$ cat config.mk
export PLATFORM = sky130hd
export DESIGN_NAME = sntp_reply_median_offset_top
export DESIGN_NICKNAME = d
export VERILOG_FILES = /design/src/hw/rtl/sntp_med_pkg.sv /design/src/hw/rtl/sntp_med_cell.sv /design/src/hw/rtl/sntp_reply_median_offset_top.sv
export SDC_FILE = /design/constraint.sdc
export NUM_CORES = 2
export LEC_CHECK = 0
export BUFFER_PORTS_ARGS = -buffer_cell sky130_fd_sc_hd__buf_2
export CAP_MARGIN = 5
export CORE_MARGIN = 2
export CORE_UTILIZATION = 61
export CTS_BUF_LIST = sky130_fd_sc_hd__clkbuf_8
export DETAILED_ROUTE_END_ITERATION = 8
export PLACE_DENSITY = 0.79
export SLEW_MARGIN = 0
export SYNTH_ARGS = -nofsm -noshare
export SYNTH_HDL_FRONTEND = slang
export SYNTH_SLANG_ARGS = --single-unit
$ cat constraint.sdc
create_clock -name clk -period 17.18 [get_ports clk]
set_clock_uncertainty 0.1 [all_clocks]
set_input_delay 0.859 -clock clk [delete_from_list [all_inputs] [get_ports clk]]
set_output_delay 0.859 -clock clk [all_outputs]
set_load 0.05 [all_outputs]
$ cat src/hw/rtl/sntp_med_pkg.sv
`timescale 1ns / 1ps
// ----------------------------------------------------------------------------
// sntp median offset package
// shared types, register indexes, status codes and reset values
// ----------------------------------------------------------------------------
package sntp_med_pkg;

	localparam int WINDOW_SIZE_DEF = 9;

	localparam int CFG_IDX_W  = 2;
	localparam int CFG_DATA_W = 16;

	// configuration register indexes
	localparam logic [CFG_IDX_W-1:0] CFG_MAX_STRATUM = 2'd0;
	localparam logic [CFG_IDX_W-1:0] CFG_VALIDITY    = 2'd1;

	localparam logic [7:0]  MAX_STRATUM_RST = 8'd14;
	// (4 * 60 + 3 * 60) * 2 seconds
	localparam logic [15:0] VALIDITY_RST    = 16'd840;

	// result status codes
	localparam logic [1:0] ST_OK      = 2'd0;
	localparam logic [1:0] ST_ALARM   = 2'd1;
	localparam logic [1:0] ST_STRATUM = 2'd2;

	localparam logic [1:0] LEAP_ALARM = 2'b11;

	// seconds from 1900 to 1970
	localparam logic [31:0] EPOCH_GAP = 32'h83AA7E80;

	typedef logic signed [31:0] offset_t;

	// per-cycle control broadcast to every window cell
	typedef struct packed {
		logic shift;
		logic cap_s2;
		logic cap_s3;
	} cell_ctl_t;

endpackage

$ cat src/hw/rtl/sntp_med_cell.sv
`timescale 1ns / 1ps
// ----------------------------------------------------------------------------
// sntp median window cell
// holds one window sample, ranks it against the whole window over two stages
// ----------------------------------------------------------------------------
module sntp_med_cell import sntp_med_pkg::*; #(
	parameter int WINDOW_SIZE = WINDOW_SIZE_DEF,
	parameter int IDX         = 0
) (
	input  logic                                 clk,
	input  logic                                 arst_n,
	input  cell_ctl_t                            ctl,
	input  offset_t                              prev_value,
	input  logic                                 prev_valid,
	input  offset_t [WINDOW_SIZE-1:0]            win_value,
	input  logic [WINDOW_SIZE-1:0]               win_valid,
	output offset_t                              value,
	output logic                                 valid,
	output offset_t                              value_s3,
	output logic                                 valid_s3,
	output logic [$clog2(WINDOW_SIZE+1)-1:0]     rank_s3
);

	localparam int CNT_W = $clog2(WINDOW_SIZE + 1);

	offset_t                  value_q;
	logic                     valid_q;
	logic [WINDOW_SIZE-1:0]   prec_c;
	logic [WINDOW_SIZE-1:0]   prec_s2;
	offset_t                  value_s2;
	logic                     valid_s2;
	logic [CNT_W-1:0]         rank_c;
	offset_t                  val_s3;
	logic                     vld_s3;
	logic [CNT_W-1:0]         rnk_s3;

	// samples that sort ahead of this one, ties broken by position
	always_comb begin
		for (int j = 0; j < WINDOW_SIZE; j++) begin
			prec_c[j] = win_valid[j] && (j != IDX) &&
				(($signed(win_value[j]) < $signed(value_q)) ||
				 ((win_value[j] == value_q) && (j < IDX)));
		end
	end

	always_comb begin
		rank_c = '0;
		for (int j = 0; j < WINDOW_SIZE; j++) begin
			rank_c = rank_c + CNT_W'(prec_s2[j]);
		end
	end

	always_ff @(posedge clk or negedge arst_n) begin
		if (!arst_n) begin
			valid_q  <= 1'b0;
			valid_s2 <= 1'b0;
			vld_s3   <= 1'b0;
		end else begin
			if (ctl.shift) begin
				valid_q <= prev_valid;
			end
			if (ctl.cap_s2) begin
				valid_s2 <= valid_q;
			end
			if (ctl.cap_s3) begin
				vld_s3 <= valid_s2;
			end
		end
	end

	always_ff @(posedge clk) begin
		if (ctl.shift) begin
			value_q <= prev_value;
		end
		if (ctl.cap_s2) begin
			prec_s2  <= prec_c;
			value_s2 <= value_q;
		end
		if (ctl.cap_s3) begin
			rnk_s3 <= rank_c;
			val_s3 <= value_s2;
		end
	end

	assign value    = value_q;
	assign valid    = valid_q;
	assign value_s3 = val_s3;
	assign valid_s3 = vld_s3;
	assign rank_s3  = rnk_s3;

endmodule

$ cat src/hw/rtl/sntp_reply_median_offset_top.sv
`timescale 1ns / 1ps
// ----------------------------------------------------------------------------
// sntp reply median offset filter
// screens sntp replies and keeps the median clock offset of recent samples
// ----------------------------------------------------------------------------
// usage
//   in channel: one reply per transaction (header word, receive seconds,
//   local unix seconds). a reply with leap indicator 3 or a stratum of zero
//   or above max_stratum is rejected and leaves the window untouched.
//   out channel: one result per reply, in order: status, sample offset,
//   median system offset and the offset valid flag.
//   cfg channel: always ready; index 0 max_stratum, index 1 validity_seconds,
//   other indexes ignored. write only while no reply is in flight.
// timing
//   a result passes stages s1 to s4 and the output register to out_valid;
//   one reply per cycle while out_ready is high. the five register steps are
//   decode and window shift, pairwise compare in every cell, rank count in
//   every cell, middle select, and averaging into the output register.
// reset
//   arst_n empties the window, clears the median and restores register
//   defaults (stratum limit 14, validity 840 s).
// stall
//   while out_ready is low the pipeline fills its empty stages and then
//   drops in_ready; nothing is lost.
// ----------------------------------------------------------------------------
module sntp_reply_median_offset_top import sntp_med_pkg::*; #(
	parameter int WINDOW_SIZE = WINDOW_SIZE_DEF
) (
	input  logic                   clk,
	input  logic                   arst_n,
	input  logic                   cfg_valid,
	output logic                   cfg_ready,
	input  logic [CFG_IDX_W-1:0]   cfg_index,
	input  logic [CFG_DATA_W-1:0]  cfg_data,
	input  logic                   in_valid,
	output logic                   in_ready,
	input  logic [31:0]            header_word,
	input  logic [31:0]            receive_seconds,
	input  logic [30:0]            local_seconds,
	output logic                   out_valid,
	input  logic                   out_ready,
	output logic [1:0]             status,
	output logic signed [31:0]     sample_offset,
	output logic signed [31:0]     system_offset,
	output logic                   offset_valid
);

	localparam int CNT_W = $clog2(WINDOW_SIZE + 1);

	// configuration registers
	logic [7:0]  max_stratum_q;
	logic [15:0] validity_q;

	// filter state
	logic [CNT_W-1:0] count_q;
	logic [30:0]      last_update_q;
	logic             ever_q;
	offset_t          median_q;

	// reply decode
	logic [1:0]  leap_c;
	logic [7:0]  stratum_c;
	logic [1:0]  status_c;
	offset_t     sample_c;
	logic        take_c;
	logic        fresh_c;
	logic        in_accept;
	logic [31:0] expiry_c;

	// pipeline valids and enables
	logic v_s1, v_s2, v_s3, v_s4, out_valid_q;
	logic en_s2, en_s3, en_s4, en_out;

	// stage payloads
	logic [1:0]        status_s1, status_s2, status_s3, status_s4;
	offset_t           sample_s1, sample_s2, sample_s3, sample_s4;
	logic              fresh_s1, fresh_s2, fresh_s3, fresh_s4;
	logic [CNT_W-1:0]  count_s2, count_s3;
	logic              even_s4;
	offset_t           mid_hi_s4, mid_lo_s4;

	// output register
	logic [1:0] status_q;
	offset_t    sample_q;
	offset_t    system_q;
	logic       fresh_q;

	// cell chain
	cell_ctl_t                      ctl;
	offset_t [WINDOW_SIZE-1:0]      win_value;
	logic [WINDOW_SIZE-1:0]         win_valid;
	offset_t [WINDOW_SIZE-1:0]      rank_value;
	logic [WINDOW_SIZE-1:0]         rank_valid;
	logic [WINDOW_SIZE-1:0][CNT_W-1:0] rank;

	// middle selection and averaging
	logic [CNT_W-1:0]   hi_tgt_c, lo_tgt_c;
	offset_t            mid_hi_c, mid_lo_c;
	logic signed [32:0] sum_c, adj_c;
	offset_t            mean_c, mid_c, median_c;

	// ---------------------------------------------------------------------
	// configuration port
	// ---------------------------------------------------------------------
	assign cfg_ready = 1'b1;

	always_ff @(posedge clk or negedge arst_n) begin
		if (!arst_n) begin
			max_stratum_q <= MAX_STRATUM_RST;
			validity_q    <= VALIDITY_RST;
		end else if (cfg_valid) begin
			case (cfg_index)
				CFG_MAX_STRATUM: max_stratum_q <= cfg_data[7:0];
				CFG_VALIDITY:    validity_q    <= cfg_data;
				default: ;
			endcase
		end
	end

	// ---------------------------------------------------------------------
	// handshake: each stage takes a transaction when empty or draining
	// ---------------------------------------------------------------------
	assign en_out    = !out_valid_q || out_ready;
	assign en_s4     = !v_s4 || en_out;
	assign en_s3     = !v_s3 || en_s4;
	assign en_s2     = !v_s2 || en_s3;
	assign in_ready  = !v_s1 || en_s2;
	assign in_accept = in_valid && in_ready;

	// ---------------------------------------------------------------------
	// reply screening, alarm checked ahead of stratum
	// ---------------------------------------------------------------------
	assign leap_c    = header_word[31:30];
	assign stratum_c = header_word[23:16];

	always_comb begin
		if (leap_c == LEAP_ALARM) begin
			status_c = ST_ALARM;
		end else if ((stratum_c == 8'd0) || (stratum_c > max_stratum_q)) begin
			status_c = ST_STRATUM;
		end else begin
			status_c = ST_OK;
		end
	end

	assign sample_c = (status_c == ST_OK) ?
		(receive_seconds - {1'b0, local_seconds} - EPOCH_GAP) : '0;
	assign take_c   = in_accept && (status_c == ST_OK);

	// an accepted sample is fresh by definition; otherwise check expiry
	assign expiry_c = {1'b0, last_update_q} + {16'd0, validity_q};
	assign fresh_c  = (status_c == ST_OK) ||
		(ever_q && (expiry_c >= {1'b0, local_seconds}));

	always_ff @(posedge clk or negedge arst_n) begin
		if (!arst_n) begin
			count_q       <= '0;
			last_update_q <= '0;
			ever_q        <= 1'b0;
		end else if (take_c) begin
			if (count_q != CNT_W'(WINDOW_SIZE)) begin
				count_q <= count_q + 1'b1;
			end
			last_update_q <= local_seconds;
			ever_q        <= 1'b1;
		end
	end

	// ---------------------------------------------------------------------
	// window: newest sample enters cell 0, the oldest falls off the end
	// ---------------------------------------------------------------------
	assign ctl.shift  = take_c;
	assign ctl.cap_s2 = en_s2;
	assign ctl.cap_s3 = en_s3;

	for (genvar g = 0; g < WINDOW_SIZE; g++) begin : g_cell
		offset_t prev_value;
		logic    prev_valid;

		if (g == 0) begin : g_head
			assign prev_value = sample_c;
			assign prev_valid = 1'b1;
		end else begin : g_body
			assign prev_value = win_value[g-1];
			assign prev_valid = win_valid[g-1];
		end

		sntp_med_cell #(
			.WINDOW_SIZE (WINDOW_SIZE),
			.IDX         (g)
		) u_cell (
			.clk        (clk),
			.arst_n     (arst_n),
			.ctl        (ctl),
			.prev_value (prev_value),
			.prev_valid (prev_valid),
			.win_value  (win_value),
			.win_valid  (win_valid),
			.value      (win_value[g]),
			.valid      (win_valid[g]),
			.value_s3   (rank_value[g]),
			.valid_s3   (rank_valid[g]),
			.rank_s3    (rank[g])
		);
	end

	// ---------------------------------------------------------------------
	// pipeline stages s1 to s4; the cells track the same steps for ranking
	// ---------------------------------------------------------------------
	always_ff @(posedge clk or negedge arst_n) begin
		if (!arst_n) begin
			v_s1        <= 1'b0;
			v_s2        <= 1'b0;
			v_s3        <= 1'b0;
			v_s4        <= 1'b0;
			out_valid_q <= 1'b0;
		end else begin
			if (in_ready) begin
				v_s1 <= in_valid;
			end
			if (en_s2) begin
				v_s2 <= v_s1;
			end
			if (en_s3) begin
				v_s3 <= v_s2;
			end
			if (en_s4) begin
				v_s4 <= v_s3;
			end
			if (en_out) begin
				out_valid_q <= v_s4;
			end
		end
	end

	// middle ranks of the current window
	assign hi_tgt_c = count_s3 >> 1;
	assign lo_tgt_c = hi_tgt_c - 1'b1;

	always_comb begin
		mid_hi_c = '0;
		mid_lo_c = '0;
		for (int i = 0; i < WINDOW_SIZE; i++) begin
			if (rank_valid[i] && (rank[i] == hi_tgt_c)) begin
				mid_hi_c = mid_hi_c | rank_value[i];
			end
			if (rank_valid[i] && (rank[i] == lo_tgt_c)) begin
				mid_lo_c = mid_lo_c | rank_value[i];
			end
		end
	end

	always_ff @(posedge clk) begin
		if (in_ready) begin
			status_s1 <= status_c;
			sample_s1 <= sample_c;
			fresh_s1  <= fresh_c;
		end
		if (en_s2) begin
			status_s2 <= status_s1;
			sample_s2 <= sample_s1;
			fresh_s2  <= fresh_s1;
			count_s2  <= count_q;
		end
		if (en_s3) begin
			status_s3 <= status_s2;
			sample_s3 <= sample_s2;
			fresh_s3  <= fresh_s2;
			count_s3  <= count_s2;
		end
		if (en_s4) begin
			status_s4 <= status_s3;
			sample_s4 <= sample_s3;
			fresh_s4  <= fresh_s3;
			even_s4   <= !count_s3[0];
			mid_hi_s4 <= mid_hi_c;
			mid_lo_s4 <= mid_lo_c;
		end
	end

	// ---------------------------------------------------------------------
	// even count: mean of the two middles, truncated toward zero
	// ---------------------------------------------------------------------
	assign sum_c  = {mid_hi_s4[31], mid_hi_s4} + {mid_lo_s4[31], mid_lo_s4};
	assign adj_c  = sum_c + {32'd0, sum_c[32]};
	assign mean_c = adj_c[32:1];
	assign mid_c  = even_s4 ? mean_c : mid_hi_s4;

	// a correction of one second either way is dropped
	assign median_c = ((mid_c == 32'sd1) || (mid_c == -32'sd1)) ? '0 : mid_c;

	always_ff @(posedge clk or negedge arst_n) begin
		if (!arst_n) begin
			median_q <= '0;
		end else if (en_out && v_s4 && (status_s4 == ST_OK)) begin
			median_q <= median_c;
		end
	end

	always_ff @(posedge clk) begin
		if (en_out) begin
			status_q <= status_s4;
			sample_q <= sample_s4;
			system_q <= (status_s4 == ST_OK) ? median_c : median_q;
			fresh_q  <= fresh_s4;
		end
	end

	assign out_valid     = out_valid_q;
	assign status        = status_q;
	assign sample_offset = sample_q;
	assign system_offset = system_q;
	assign offset_valid  = fresh_q;

	// ---------------------------------------------------------------------
	// checks
	// ---------------------------------------------------------------------
	a_count_bound: assert property (@(posedge clk) disable iff (!arst_n)
		count_q <= CNT_W'(WINDOW_SIZE))
		else $error("sample count above window size");

	a_count_cells: assert property (@(posedge clk) disable iff (!arst_n)
		$countones(win_valid) == int'(count_q))
		else $error("occupied cells disagree with sample count");

	a_reject_zero: assert property (@(posedge clk) disable iff (!arst_n)
		out_valid && (status != ST_OK) |-> sample_offset == 32'sd0)
		else $error("rejected reply carries a sample offset");

	a_take_fresh: assert property (@(posedge clk) disable iff (!arst_n)
		out_valid && (status == ST_OK) |-> offset_valid)
		else $error("accepted sample not reported fresh");

	a_no_unit: assert property (@(posedge clk) disable iff (!arst_n)
		out_valid |-> (system_offset != 32'sd1) && (system_offset != -32'sd1))
		else $error("system offset of one second not cleared");

endmodule

==> results.sh <==
export IMPL_outcome="finished, final reports clean"
export IMPL_coreArea_sq_mm=0.1336
export IMPL_synth_edf_count=1252
export IMPL_period_share=0.4155
export IMPL_synth_cell_types=90
export IMPL_drt_pass1_iter_count=9
export IMPL_worst_hold_startpoint="local_seconds[1]"
export IMPL_place_congestion=1.034
export IMPL_die_h_um=371.4
export IMPL_area_growth_pct=9.576
export IMPL_regToRegStartpoint="mid_hi_s4[4]"
export IMPL_antenna_found_initial=17
export IMPL_hp_class="in2reg"
export IMPL_fp_dieW_um=371.4
export IMPL_crit_required_ns=17.80
export IMPL_drv_cap=0
export IMPL_totalWireLength_mm=260.8
export IMPL_r2r_slack_ns=10.04
export IMPL_grt_max_degree=164
export IMPL_timing_setup_tns_ns=0
export IMPL_overflow=0
export IMPL_drive_above_1_share=0.09233
export IMPL_clk_path_buf_depth=3
export IMPL_track_usage=0.3765
export IMPL_grt_pass1_vias=60440
export IMPL_hold_viol=0
export IMPL_yosysWarningCount=0
export IMPL_ys_ff_latch=1375
export IMPL_drc_errors=0
export IMPL_min_period_ns=7.138
export IMPL_seq_area_sq_mm=0.04068
export IMPL_critPathArrivalTime_ns=7.76
export IMPL_synthCells=6874
export IMPL_synth_avg_cell_area_sq_um=11.98
export IMPL_drv_slew=0
export IMPL_synthTopCellsByArea="edfxtp_1 46%, ha_1 20%, dfrtp_1 3.5%"
export IMPL_hpwlAfterDp_mm=197.7
export IMPL_detail_route_wl_per_cell_um=28.39
export IMPL_start_kind="flip-flop"
export IMPL_yosysSeqAreaShare=0.4942
export IMPL_cts_made_buffers=214
export IMPL_multiInputGateArea_sq_mm=0.03939
export IMPL_power_leakage_nw=38.94
export IMPL_io_pin_count=188
export IMPL_htree_levels=4
export IMPL_fillCellCount=9472
export IMPL_hold_path_depth=2
export IMPL_synthTopCellsByCount="1,331 x ha_1, 1,252 x edfxtp_1, 502 x inv_1, 433 x a21oi_1, 311 x nand4_1"
export IMPL_hold_slack_ns=0.06439
export IMPL_min_to="last_update_q[1]"
export IMPL_cts_sinks=1375
export IMPL_worst_pin_slew_ns=1.210
export IMPL_relSlewSlack=0.1859
export IMPL_die_area_sq_mm=0.1379
export IMPL_cp_max_fo=44
export IMPL_num_nets_final=8716
export IMPL_finalSetupViolCount=0
export IMPL_post_synth_top_count_cell="ha_1"
export IMPL_clk_insertion_delay_late_ns=0.98
export IMPL_worst_setup_path_type="reg2reg"
export IMPL_synth_flop_cell="edfxtp_1"
export IMPL_io_buffers=164
export IMPL_clk_pin_slew_ns=0.07
export IMPL_cts_tree="yes"
export IMPL_fin_area_sq_mm=0.09021
export IMPL_cts_root_buffer="clkbuf_8"
export IMPL_power_density_mw_per_mm2=142.5
export IMPL_end_kind="flip-flop"
export IMPL_ys_async_sr_fraction=0.08945
export IMPL_vias=61020
export IMPL_start_util=0.6161
export IMPL_yosysTopAreaCellShare=0.4567
export IMPL_viasPerCell=6.640
export IMPL_fmax_mhz=140.1
export IMPL_postRouteAntennaNets=0
export IMPL_regToRegEndpoint="system_offset[4]"
export IMPL_postPlaceCellArea_sq_mm=0.08563
export IMPL_grt_pass1_wl_mm=377.7
export IMPL_num_rows=134
export IMPL_syn_area_sq_mm=0.08233
export IMPL_synth_nets=8362
export IMPL_peakVddDrop_mv=0.1139
export IMPL_yosysTopAreaCell="edfxtp_1"
export IMPL_drt_iter0_drc=7920
export IMPL_rr_worst_depth=20
export IMPL_rsz0062_at_grt="no"
-- kinds of logic after synthesis --
logic type                 after synthesis  synth area share
muxes                                   73          0.009803
buffers and inverters                  627           0.02906
and+or+nand+nor                       1694            0.1124
DFF                                   1375            0.4942
adders and majority gates             1370            0.2118
xor gates and xnor gates               152           0.01617
other                                    1        0.00004555
AOI/OAI and AO/OA                     1582            0.1266
-- how the worst max path moves through the flow --
stage | slack (ns) | depth (start not counted) | end | start
6_report | 10.04 | 20 | system_offset[4] | mid_hi_s4[4]
5_1_grt | 9.73 | 20 | system_offset[10] | mid_hi_s4[7]
4_1_cts | 10.13 | 21 | system_offset[26] | mid_hi_s4[4]
3_5_place_dp | 10.18 | 21 | system_offset[26] | mid_hi_s4[4]
3_3_place_gp | 10.27 | 20 | system_offset[5] | mid_hi_s4[4]
2_1_floorplan | 3.03 | 7 | g_cell[0].u_cell.valid_s2 | out_ready
-- through the flow --
step	power (W)	setup WS [ns]	std cells	utilization
after floorplan	0.008437	3.031	6874	-
after global placement	0.009773	10.27	8760	0.6408
after detailed placement	0.009990	10.18	8760	0.6408
after CTS	0.01277	10.13	9176	0.6749
after global routing	0.01353	9.733	9180	0.6749
final	0.01285	10.04	9189	0.6751
-- final cells by class --
| cell class | instances | area share |
|---|---|---|
| multi-input cells | 4872 | 0.4367 |
| clock buffers | 227 | 0.03463 |
| clock inverters | 169 | 0.01361 |
| well taps | 1768 | 0.02452 |
| diodes | 13 | 0.0003606 |
| flip-flops and latches | 1375 | 0.4510 |
| repair buffers | 262 | 0.01829 |
| inverters | 503 | 0.02094 |
-- critical path, cell delays in order (launching register included) --
cell	delay, ns
edfxtp_1	0.46
ha_1	0.32
or2_2	0.36
or2_2	0.27
o21ai_0	0.48
a211o_1	0.31
a21o_1	0.17
a31oi_1	0.22
nor2b_1	0.18
ha_1	0.19
and2_1	0.15
nand4_1	0.26
or3_1	0.62
or3_1	0.38
a31oi_1	0.40
nand2_1	0.10
or4b_1	0.59
or4_1	0.57
o22ai_2	0.17
buf_4	0.40
o21ai_1	0.14
-- sequential cells by signal, indices dropped and copies added (netlist names), 31 cells and up --
register,cells
sample_s2,32
median_q,32
mid_hi_s4,32
g_cell.u_cell.value_s2,288
sample_s4,32
mid_lo_s4,32
sample_s1,32
sample_s3,32
g_cell.u_cell.value_s3,288
g_cell.u_cell.rank_s3,36
last_update_q,31
g_cell.u_cell.prec_s2,72
system_offset,32
sample_offset,32
g_cell.u_cell.value,288
-- routing by layer --
metal	wire length [um]	share of wire	GRT usage	vias to the layer above
met2	115500	0.44	0.5803	3697
met4	18180	0.070	0.2322	4
met3	29400	0.11	0.07220	756
met5	27	0.00010	0	-
li1	-	-	-	27150
met1	97700	0.37	0.4938	29410
-- repair_timing --
item / CTS / global route
endpoints found under the setup margin: 0 / 0
hold buffers: 20 / 0
buffers inserted: 0 / 0
endpoints found under the hold margin: 87 / 0
gates resized for setup: 0 / 0
-- power breakdown --
part	internal, W	switching [W]
registers	0.00467	0.000599
clock network	0.00141	0.00137
logic	0.00173	0.00307
total	0.00781	0.00504
-- cell usage in the layout, fill, tap and decap left out, types with 66 or more instances in the layout --
cell / count
a22oi_1: 69
a221oi_1: 66
xor2_1: 79
ha_1: 1331
a21oi_1: 433
nand3_1: 133
clkbuf_8: 227
nor3_1: 67
nand4_1: 311
o21ai_0: 298
a21o_1: 181
inv_1: 559
edfxtp_1: 1252
dfrtp_1: 116
o21a_1: 136
nand2b_1: 213
buf_4: 75
buf_2: 163
nor2b_1: 247
xnor2_1: 72
nand2_1: 286
nor2_1: 198
No activity file was read; power rests on OpenSTA's default activity.
